**src/lbas_pkg.sv**
```systemverilog
// Shared types, constants and helper functions for the LED bar animation sequencer.
package lbas_pkg;

    localparam int LED_COUNT  = 8;
    localparam int POS_W      = (LED_COUNT > 1) ? $clog2(LED_COUNT) : 1;
    localparam int PATTERN_W  = 8;
    localparam int ACTION_W   = 3;
    localparam int MODE_W     = 3;
    localparam int INTERVAL_W = 16;
    localparam int ELAPSED_W  = 16;
    localparam int BLINK_W    = 8;
    localparam int PHASE_W    = 17;
    localparam int CFG_IDX_W  = 2;
    localparam int CFG_DATA_W = 16;

    localparam logic [ACTION_W-1:0] ACT_TICK   = 3'd0;
    localparam logic [ACTION_W-1:0] ACT_DEPART = 3'd1;
    localparam logic [ACTION_W-1:0] ACT_ARRIVE = 3'd2;
    localparam logic [ACTION_W-1:0] ACT_UP     = 3'd3;
    localparam logic [ACTION_W-1:0] ACT_DOWN   = 3'd4;

    localparam logic [CFG_IDX_W-1:0] REG_RUN_INTERVAL   = 2'd0;
    localparam logic [CFG_IDX_W-1:0] REG_BLINK_INTERVAL = 2'd1;
    localparam logic [CFG_IDX_W-1:0] REG_HALF_PERIOD    = 2'd2;
    localparam logic [CFG_IDX_W-1:0] REG_BLINK_TRANS    = 2'd3;

    localparam logic [INTERVAL_W-1:0] RUN_INTERVAL_RST   = 16'd250;
    localparam logic [INTERVAL_W-1:0] BLINK_INTERVAL_RST = 16'd250;
    localparam logic [INTERVAL_W-1:0] HALF_PERIOD_RST    = 16'd500;
    localparam logic [BLINK_W-1:0]    BLINK_TRANS_RST    = 8'd6;

    localparam logic [PATTERN_W-1:0] PATTERN_ALL_ON  = 8'hFF;
    localparam logic [PATTERN_W-1:0] PATTERN_ALL_OFF = 8'h00;

    typedef enum logic [MODE_W-1:0] {
        MODE_IDLE   = 3'd0,
        MODE_DEPART = 3'd1,
        MODE_ARRIVE = 3'd2,
        MODE_UP     = 3'd3,
        MODE_DOWN   = 3'd4
    } mode_t;

    typedef struct packed {
        mode_t                mode;
        logic [POS_W-1:0]     band_pos;
        logic [ELAPSED_W-1:0] elapsed;
        logic [BLINK_W-1:0]   blink_count;
        logic [PHASE_W-1:0]   phase;
    } anim_state_t;

    typedef struct packed {
        logic [INTERVAL_W-1:0] run_interval;
        logic [INTERVAL_W-1:0] blink_interval;
        logic [INTERVAL_W-1:0] half_period;
        logic [BLINK_W-1:0]    blink_trans;
    } cfg_t;

    typedef struct packed {
        logic                 emit;
        logic [PATTERN_W-1:0] pattern;
        mode_t                mode;
    } result_t;

    function automatic logic [POS_W-1:0] pos_up(input logic [POS_W-1:0] p);
        logic [POS_W:0] s;
        s = {1'b0, p} + (POS_W + 1)'(1);
        return (s >= (POS_W + 1)'(LED_COUNT)) ? '0 : s[POS_W-1:0];
    endfunction

    function automatic logic [POS_W-1:0] pos_down(input logic [POS_W-1:0] p);
        return (p == '0) ? POS_W'(LED_COUNT - 1) : p - POS_W'(1);
    endfunction

    // Positions beyond the byte are dropped.
    function automatic logic [PATTERN_W-1:0] led_bit(input logic [POS_W-1:0] p);
        logic [PATTERN_W-1:0] r;
        for (int i = 0; i < PATTERN_W; i++) begin
            r[i] = (32'(p) == 32'(i));
        end
        return r;
    endfunction

endpackage

```
**src/lbas_step.sv**
```systemverilog
// Combinational step logic: next animation state and result for one request.
module lbas_step (
    input  lbas_pkg::anim_state_t             st,
    input  lbas_pkg::cfg_t                    cfg,
    input  logic [lbas_pkg::ACTION_W-1:0]     action,
    input  logic                              emergency,
    output lbas_pkg::anim_state_t             st_next,
    output lbas_pkg::result_t                 res
);
    import lbas_pkg::*;

    logic [ELAPSED_W-1:0]  elapsed_inc;
    logic [INTERVAL_W-1:0] interval;
    logic                  blink_mode;
    logic                  step_due;
    logic [INTERVAL_W-1:0] half_eff;
    logic [PHASE_W-1:0]    two_half;
    logic [PHASE_W-1:0]    phase_wrap;
    logic [PHASE_W:0]      phase_inc;
    logic [PHASE_W-1:0]    phase_adv;
    logic                  flash_on;
    logic [BLINK_W-1:0]    blink_inc;
    logic                  blink_done;
    logic [POS_W-1:0]      pos_b;
    logic [POS_W-1:0]      pos_c;
    logic [PATTERN_W-1:0]  band_pattern;

    assign elapsed_inc = (st.elapsed == '1) ? st.elapsed : st.elapsed + ELAPSED_W'(1);
    assign blink_mode  = (st.mode == MODE_DEPART) || (st.mode == MODE_ARRIVE);
    assign interval    = blink_mode ? cfg.blink_interval : cfg.run_interval;
    assign step_due    = (elapsed_inc >= interval);

    assign half_eff   = (cfg.half_period == '0) ? INTERVAL_W'(1) : cfg.half_period;
    assign two_half   = {half_eff, 1'b0};
    assign phase_wrap = (st.phase >= two_half) ? '0 : st.phase;
    assign phase_inc  = {1'b0, phase_wrap} + (PHASE_W + 1)'(1);
    assign phase_adv  = (phase_inc >= {1'b0, two_half}) ? '0 : phase_inc[PHASE_W-1:0];
    assign flash_on   = (phase_wrap < {1'b0, half_eff});

    assign blink_inc  = st.blink_count + BLINK_W'(1);
    assign blink_done = !(blink_inc < cfg.blink_trans);

    assign pos_b = (st.mode == MODE_UP) ? pos_down(st.band_pos) : pos_up(st.band_pos);
    assign pos_c = (st.mode == MODE_UP) ? pos_down(pos_b) : pos_up(pos_b);
    assign band_pattern = led_bit(st.band_pos) | led_bit(pos_b) | led_bit(pos_c);

    always_comb begin
        st_next = st;
        case (action)
            ACT_DEPART, ACT_ARRIVE: begin
                st_next.mode        = mode_t'(action);
                st_next.blink_count = '0;
                st_next.elapsed     = '0;
            end
            ACT_UP: begin
                st_next.mode     = MODE_UP;
                st_next.band_pos = '0;
                st_next.elapsed  = '0;
            end
            ACT_DOWN: begin
                st_next.mode     = MODE_DOWN;
                st_next.band_pos = POS_W'(LED_COUNT - 1);
                st_next.elapsed  = '0;
            end
            ACT_TICK: begin
                st_next.elapsed = elapsed_inc;
                if (emergency) begin
                    st_next.phase = phase_adv;
                end else if (step_due) begin
                    case (st.mode)
                        MODE_DEPART, MODE_ARRIVE: begin
                            st_next.elapsed     = '0;
                            st_next.blink_count = blink_inc;
                            if (blink_done) begin
                                st_next.mode = MODE_IDLE;
                            end
                        end
                        MODE_UP: begin
                            st_next.elapsed  = '0;
                            st_next.band_pos = pos_up(st.band_pos);
                        end
                        MODE_DOWN: begin
                            st_next.elapsed  = '0;
                            st_next.band_pos = pos_down(st.band_pos);
                        end
                        default: begin
                        end
                    endcase
                end
            end
            default: begin
            end
        endcase
    end

    always_comb begin
        res.emit    = 1'b0;
        res.pattern = PATTERN_ALL_OFF;
        res.mode    = st_next.mode;
        case (action)
            ACT_DEPART, ACT_ARRIVE: begin
                res.emit    = 1'b1;
                res.pattern = PATTERN_ALL_ON;
            end
            ACT_TICK: begin
                if (emergency) begin
                    res.emit    = 1'b1;
                    res.pattern = flash_on ? PATTERN_ALL_ON : PATTERN_ALL_OFF;
                end else if (step_due) begin
                    case (st.mode)
                        MODE_DEPART, MODE_ARRIVE: begin
                            res.emit = 1'b1;
                            if (blink_done) begin
                                res.pattern = (st.mode == MODE_DEPART) ? PATTERN_ALL_ON
                                                                       : PATTERN_ALL_OFF;
                            end else begin
                                res.pattern = blink_inc[0] ? PATTERN_ALL_OFF : PATTERN_ALL_ON;
                            end
                        end
                        MODE_UP, MODE_DOWN: begin
                            res.emit    = 1'b1;
                            res.pattern = band_pattern;
                        end
                        default: begin
                        end
                    endcase
                end
            end
            default: begin
            end
        endcase
    end

endmodule

```
**src/led_bar_animation_sequencer.sv**
```systemverilog
// Top level of the LED bar animation sequencer: request and result registers, state, config.
//
//   Channel   Direction  Handshake         Payload
//   s_        in         s_valid/s_ready   s_action[2:0], s_emergency
//   m_        out        m_valid/m_ready   m_pattern[7:0], m_mode[2:0]
//   cfg_      in         cfg_we            cfg_index[1:0], cfg_wdata[15:0]
//
// One request is taken per cycle unless the output stalls; not every request emits a result.
// The rate is set by the single step from the request register through the step logic
// into the result register, which also updates the animation state.
// Synchronous active-low reset returns the config, state and valid registers to their defaults and the mode to idle.
// A stalled result holds the request register, and s_ready drops once both are full.
module led_bar_animation_sequencer (
    input  logic                                aclk,
    input  logic                                aresetn,
    input  logic                                s_valid,
    output logic                                s_ready,
    input  logic [lbas_pkg::ACTION_W-1:0]       s_action,
    input  logic                                s_emergency,
    output logic                                m_valid,
    input  logic                                m_ready,
    output logic [lbas_pkg::PATTERN_W-1:0]      m_pattern,
    output logic [lbas_pkg::MODE_W-1:0]         m_mode,
    input  logic                                cfg_we,
    input  logic [lbas_pkg::CFG_IDX_W-1:0]      cfg_index,
    input  logic [lbas_pkg::CFG_DATA_W-1:0]     cfg_wdata
);
    import lbas_pkg::*;

    cfg_t                 cfg_reg;
    anim_state_t          st_reg;
    anim_state_t          st_next;
    result_t              res;
    logic                 in_valid_reg;
    logic [ACTION_W-1:0]  in_action_reg;
    logic                 in_emergency_reg;
    logic                 m_valid_reg;
    logic [PATTERN_W-1:0] m_pattern_reg;
    logic [MODE_W-1:0]    m_mode_reg;
    logic                 out_free;
    logic                 proc;

    assign out_free = !m_valid_reg || m_ready;
    assign proc     = in_valid_reg && out_free;
    assign s_ready  = !in_valid_reg || proc;

    assign m_valid   = m_valid_reg;
    assign m_pattern = m_pattern_reg;
    assign m_mode    = m_mode_reg;

    lbas_step u_step (
        .st        (st_reg),
        .cfg       (cfg_reg),
        .action    (in_action_reg),
        .emergency (in_emergency_reg),
        .st_next   (st_next),
        .res       (res)
    );

    always_ff @(posedge aclk) begin
        if (!aresetn) begin
            cfg_reg.run_interval   <= RUN_INTERVAL_RST;
            cfg_reg.blink_interval <= BLINK_INTERVAL_RST;
            cfg_reg.half_period    <= HALF_PERIOD_RST;
            cfg_reg.blink_trans    <= BLINK_TRANS_RST;
        end else if (cfg_we) begin
            case (cfg_index)
                REG_RUN_INTERVAL:   cfg_reg.run_interval   <= cfg_wdata;
                REG_BLINK_INTERVAL: cfg_reg.blink_interval <= cfg_wdata;
                REG_HALF_PERIOD:    cfg_reg.half_period    <= cfg_wdata;
                REG_BLINK_TRANS:    cfg_reg.blink_trans    <= cfg_wdata[BLINK_W-1:0];
                default: begin
                end
            endcase
        end
    end

    always_ff @(posedge aclk) begin
        if (!aresetn) begin
            in_valid_reg <= 1'b0;
            m_valid_reg  <= 1'b0;
            st_reg       <= '{mode: MODE_IDLE, default: '0};
        end else begin
            if (s_valid && s_ready) begin
                in_valid_reg <= 1'b1;
            end else if (proc) begin
                in_valid_reg <= 1'b0;
            end
            if (proc) begin
                st_reg      <= st_next;
                m_valid_reg <= res.emit;
            end else if (m_ready) begin
                m_valid_reg <= 1'b0;
            end
        end
    end

    always_ff @(posedge aclk) begin
        if (s_valid && s_ready) begin
            in_action_reg    <= s_action;
            in_emergency_reg <= s_emergency;
        end
        if (proc && res.emit) begin
            m_pattern_reg <= res.pattern;
            m_mode_reg    <= res.mode;
        end
    end

    a_band_in_range: assert property (@(posedge aclk) disable iff (!aresetn)
        32'(st_reg.band_pos) < LED_COUNT)
        else $error("Band position left the bar.");

    a_depart_result: assert property (@(posedge aclk) disable iff (!aresetn)
        (proc && in_action_reg == ACT_DEPART) |=>
            (m_valid_reg && m_pattern_reg == PATTERN_ALL_ON && m_mode_reg == MODE_DEPART))
        else $error("Start depart did not present a full bar in depart mode.");

    a_up_start: assert property (@(posedge aclk) disable iff (!aresetn)
        (proc && in_action_reg == ACT_UP) |=>
            (st_reg.mode == MODE_UP && st_reg.band_pos == '0 && st_reg.elapsed == '0))
        else $error("Start up did not reset the band animation.");

    a_stall_no_step: assert property (@(posedge aclk) disable iff (!aresetn)
        (m_valid_reg && !m_ready) |=> $stable(st_reg))
        else $error("Animation state advanced while a result was stalled.");

endmodule

```
**config.mk**
```make
export PLATFORM = sky130hd
export DESIGN_NAME = led_bar_animation_sequencer
export DESIGN_NICKNAME = d
export VERILOG_FILES = /design/src/lbas_pkg.sv /design/src/lbas_step.sv /design/src/led_bar_animation_sequencer.sv
export SDC_FILE = /design/constraint.sdc
export NUM_CORES = 1
export LEC_CHECK = 0
export ABC_AREA = 1
export CAP_MARGIN = 20
export CORE_MARGIN = 2
export CORE_UTILIZATION = 45
export DETAILED_ROUTE_END_ITERATION = 8
export DONT_BUFFER_PORTS = 1
export GPL_ROUTABILITY_DRIVEN = 0
export PLACE_DENSITY = 0.59
export SLEW_MARGIN = 0
export SYNTH_ARGS = -nofsm -noshare
export SYNTH_HDL_FRONTEND = slang
export SYNTH_SLANG_ARGS = --single-unit
```
**constraint.sdc**
```tcl
create_clock -name aclk -period 6.4 [get_ports aclk]
set_clock_uncertainty 0.2 [all_clocks]
set_input_delay 0.96 -clock aclk [delete_from_list [all_inputs] [get_ports aclk]]
set_output_delay 0.96 -clock aclk [all_outputs]
set_load 0.02 [all_outputs]
```
### After elaboration in Yosys (flattened, before gate mapping)

Index checks and enable logic that the tools add are counted.
Widths: inputs -> output; s select.

* $add $sub $neg: 7
* multiply operators: 0
* div/mod/pow operators: 0
* order comparisons: 7
* eq/ne operators: 37
* shift-type cells: 0
* mux-type cells: 34
* bitwise gates (word level): 2
* reductions and logical operators: 32

Operators by type and width (number)
* $mux 16: 4
* $mux 30: 2
* $eq 3x3->1 const B: 14
* $mux 8: 5
* $pmux 9 s2: 2
* $mux 17: 2
* $pmux 16 s2: 1
* $eq 3x2->1 const B: 10
* $mux 3: 8
* $add 17x1->18 const B: 1
* $ge 18x17->1: 1
* $mux 9: 2
* $ge 17x17->1: 1
* $lt 17x16->1: 1
* $add 16x1->16 const B: 1
* $eq 16x16->1 const B: 1
* $ge 16x16->1: 1
* $logic_not 16->1: 1
* $or 8x8->8: 2
* $pmux 8 s2: 1
* $eq 3x1->1 const B: 5
* $logic_not 3->1: 4
* $pmux 3 s4: 1
* $reduce_and 2->1: 5
* 23 further kinds: 43

* register bits: 120
* latch bits: 0
* memory bits (writable): 0
* bits in read-only memories: 0
* input bits: 27
* logic and storage cells: 134
* memories kept: 0

### Longest topological paths before layout

* depth after elaboration: 15
* mapped depth: 40
* mapped depth without buffers: 39

### Hierarchy

Synthesis repeated with hierarchy kept, for this count alone.

* cell total of the unflattened synthesis: 1502
* area, all modules: 9729.3 um^2

By module, submodules not included
* led_bar_animation_sequencer: instances 1, cells each 667, area each 4989.8 um^2, sequential area each 2552.4 um^2
* lbas_step: instances 1, cells each 835, area each 4739.5 um^2, sequential area each 0.0 um^2

### Least setup slack after synthesis

Ideal clock, no wire load.

* path type: reg2reg
* start point: register cfg_reg[15] (netlist bit)
* end point: register st_reg[14] (netlist bit)
* library setup time: 0.132 ns
* arrival: 4.158 ns
* slack: 1.910 ns
* stages on the path, launching flop included: 40
* period minus slack after synthesis: 4.490 ns
* path through: dfxtp_1 -> inv_1 -> nand4_1 -> o41ai_1 -> ha_1 -> inv_1 -> nand2_1 -> nand2_1 -> nand2_1 -> nand2_1 -> nand2_1 -> nand2_1 -> nand2_1 -> inv_2 -> nor2_4 -> nand2_1 -> inv_1 -> ha_1 -> [4 not listed] -> nand2_1 -> nand2_1 -> inv_2 -> ha_1 -> nand2_1 -> nor2_1 -> nand3b_1 -> nand3_1 -> nand2_1 -> nand2_1 -> nand2_1 -> nand3b_1 -> nor2_1 -> nor2_1 -> nor2_4 -> buf_4 -> nand4_1 -> a21oi_1

* longest elaborated chain between the ends: 7

RTL lines
* start, declared: RTL line led_bar_animation_sequencer.sv:30 `cfg_t cfg_reg;`
* $logic_not 16->1: RTL line lbas_step.sv:33 `assign half_eff = (cfg.half_period == '0) ? INTERVAL_W'(1) : cfg.half_period;`
* $mux 16 (*): RTL line lbas_step.sv:33
* $ge 17x17->1: RTL line lbas_step.sv:35 `assign phase_wrap = (st.phase >= two_half) ? '0 : st.phase;`
* $mux 17: RTL line lbas_step.sv:35
* $add 17x1->18: RTL line lbas_step.sv:36 `assign phase_inc = {1'b0, phase_wrap} + (PHASE_W + 1)'(1);`
* $ge 18x17->1: RTL line lbas_step.sv:37 `assign phase_adv = (phase_inc >= {1'b0, two_half}) ? '0 : phase_inc[PHASE_W-1:0];`
* $mux 17 (*): RTL line lbas_step.sv:37
* end signal, assigned: RTL line led_bar_animation_sequencer.sv:90 `st_reg <= st_next;`
* end, declared: RTL line led_bar_animation_sequencer.sv:31 `anim_state_t st_reg;`

Mark *: on every way between the ends. The rest lies on a longest branch, timed or not.
A chain may end at the register's enable or synchronous reset.

### Worst setup path in the final report

* start point: register cfg_reg[10] (netlist bit)
* end point: register st_reg[1] (netlist bit)

Same word-level chain as after synthesis.

==> metrics.txt <==
FFs w/ async S/R, synth=0%; slowest stage cell, crit path=o41ai_1; CP startpoint kind=flip-flop; largest family of logic cells by synthesized area=simple AND/OR/NAND/NOR gates; vias in the first global route=around 6.7k; Post-DP Area=0.00837 sq mm; period utilisation layout=between 80% and 90%; utilization after layout=roughly 50%; core footprint=roughly 0.018 sq mm; drt wl/cell=15.6 um; Least-Margin Pin Slew=around 900 ps; Final Total Pwr=between 1.5 and 2 mW; number of synthesized flops with an enable pin=15; CTS sink cnt=between 100 and 150; Worst Setup End Kind=flip-flop; post-synthesis mux area share=1.97%; simple-gate share of the synthesized area=between 20% and 30%; CTS tree=built; TritonCTS Buffers=17; # hold bufs at CTS=0; Avg Cell Area, Syn=7.12 sq um; most common cell in the netlist=nand2_1; first-pass GRT wire length=35.1 mm; Nets=about 1.3k; status=completed; critical path class=reg2reg; GR Overflow Total=0; layout cells sized above 1=~7.1%; relative slew slack=40.6%; Max Cap Violations=0; DP Cell Count=between 1k and 1.5k; Adder-Cell Fraction of Synth Area=13.2%; die span in y=between 100 and 150 um; initial antenna violation count=0; io pins=40; Commonest cells post-synth=nand2_1, inv_1, nor2_1; 1st-iter DRT viols=between 500 and 600; CP arrival=around 5700 ps; initial core utilization=roughly 46%; CTS resizes=0; Final Hold Fails=0; P per Cell Area=between 200 and 250 mW/mm^2; maximum clock frequency=about 180 MHz; vias post-DR=~7.4k; Root Driver=clkbuf_16; Synth top area share=25.7%; worst hold margin=251 ps; H-tree Lvls=4; non-filler cells, final=~1.4k; max incr delay on CP=between 500 and 600 ps; Synth cell types=47; Setup Fix Bufs, Post-CTS=0; pin count of the biggest net entering global routing=64; RSZ-0062 raised after global routing=false; DRC=0; Placement Setup Slack=between 800 and 900 ps; min Tclk post-route=5590 ps; die area=just under 0.02 sq mm; final setup fails=0; worst skew pair latency=420 ps; Detailed Place HPWL=15.9 mm; number of diodes=0; row cnt=49; Detailed Route WL=~22 mm; first-pass iteration count of the detailed router=5; # port buffers=0; Synth Area in Compound Gates=approximately 14%; Area growth, synth to finish=9.46%; area leader, netlist=dfxtp_1; PnR worst setup slack=805 ps; YS warnings=0; Design Area, Final=about 0.0090 sq mm; post-synthesis cell count=roughly 1.1k; Via density=~5.3; Die Width=139 um; largest cells by area after synthesis=dfxtp_1, ha_1, nand2_1; syn_nets=between 1k and 1.5k; Hold WC Path Type=reg2reg; sequential cell area fraction in the yosys report=a little under a third; most used flip-flop cell after synthesis=dfxtp_1; max reg flops=56; Clock Tree Buf Depth=2; GRT Resource Usage Total=approximately 23%; Critical Path RT=6530 ps; Max VDD drop=0.000180 V; Setup TNS=0 ps; post-route ant nets=0; Max Slew Vio Count=0; Synth Cell Area=between 0.008 and 0.009 sq mm; Most common cell on crit path=nand2_1; leakage=4.17 nW; Post-Synth XOR/XNOR Area=about 2.2%; clk slew on worst S/H paths=~60 ps; CP Max Fanout=16; post-synthesis register bit count=120
## cells in the final DEF (no fill, tap or decap), types with 2 or more instances in the layout
cell type / netlist / routed
o221ai_1: 5 / 5
nor3_2: 1 / 2
xnor2_1: 5 / 5
o21ai_1: 2 / 2
a21oi_1: 105 / 105
clkbuf_8: 0 / 2
clkinv_4: 0 / 2
nor2_4: 7 / 7
dfxtp_1: 105 / 105
nand2_1: 253 / 253
o21ai_0: 63 / 63
nor2_2: 5 / 5
a22oi_1: 2 / 2
clkinv_1: 5 / 5
o211ai_1: 11 / 11
mux2i_1: 15 / 15
clkbuf_16: 0 / 17
xor2_1: 16 / 16
edfxtp_1: 15 / 15
nand3b_1: 5 / 5
nor2_1: 112 / 112
clkinvlp_4: 0 / 2
nand3_1: 60 / 60
inv_1: 133 / 133
a21o_1: 2 / 2
nand3_2: 5 / 5
nand4_4: 2 / 2
nand4_1: 39 / 39
clkinv_2: 0 / 5
nand2_2: 4 / 4
bufinv_16: 0 / 2
ha_1: 86 / 86
buf_4: 2 / 6
nor3_1: 15 / 14
inv_2: 14 / 14
o21a_1: 3 / 3
o31ai_1: 2 / 2
a211oi_1: 6 / 6
nand3_4: 2 / 2
## area by class of cell
cell class,instances,area (sq um)
Clock buffer,20,457
Multi-Input combinational cell,844,4910
Sequential cell,120,2550
Clock inverter,12,126
Timing Repair Buffer,6,45.0
Fill cell,1786,8950
Tap cell,229,287
Inverter,152,571
## cells by family (layout without fill, tap and decap cells)
group / Yosys count / in the layout
adder cells (fa/ha/maj): 86 / 86
multiplexers: 16 / 16
AO/OA/AOI/OAI: 207 / 207
XOR/XNOR: 21 / 21
AND/OR/NAND/NOR: 514 / 514
flip-flops: 120 / 120
buffers and inverters: 184 / 190
## worst max-delay path: cells and delay by family, from the launching register on
family                   cells  cell delay (ps)
AND/OR/NAND/NOR             27             2720
adder cells (fa/ha/maj)      3              780
buffers and inverters        7              740
AO/OA/AOI/OAI                2              740
flip-flops                   1              300
## layer usage
layer,routed length (um),global-route usage (%),vias to the layer above
met2,9720,36.1,135
met3,941,4.21,25
li1,-,-,3831
met1,10500,31.1,3364
met4,368,7.34,0
met5,0,0,-
## power breakdown
part / switching [mW] / internal (mW)
logic: 0.124 / 0.0626
registers: 0.0189 / 0.791
clock network: 0.363 / 0.592
total: 0.506 / 1.45
## path summary, 6_finish.rpt
kind | from | to | slack (ps) | cells after the start
setup / recovery | cfg_reg[10] | st_reg[1] | 810 | 39
hold / removal | cfg_reg[45] | cfg_reg[45] | 250 | 2
setup reg to reg | cfg_reg[10] | st_reg[1] | 810 | 39
hold reg to reg | cfg_reg[45] | cfg_reg[45] | 250 | 2
Note: power is estimated with default switching activity, not from simulation.
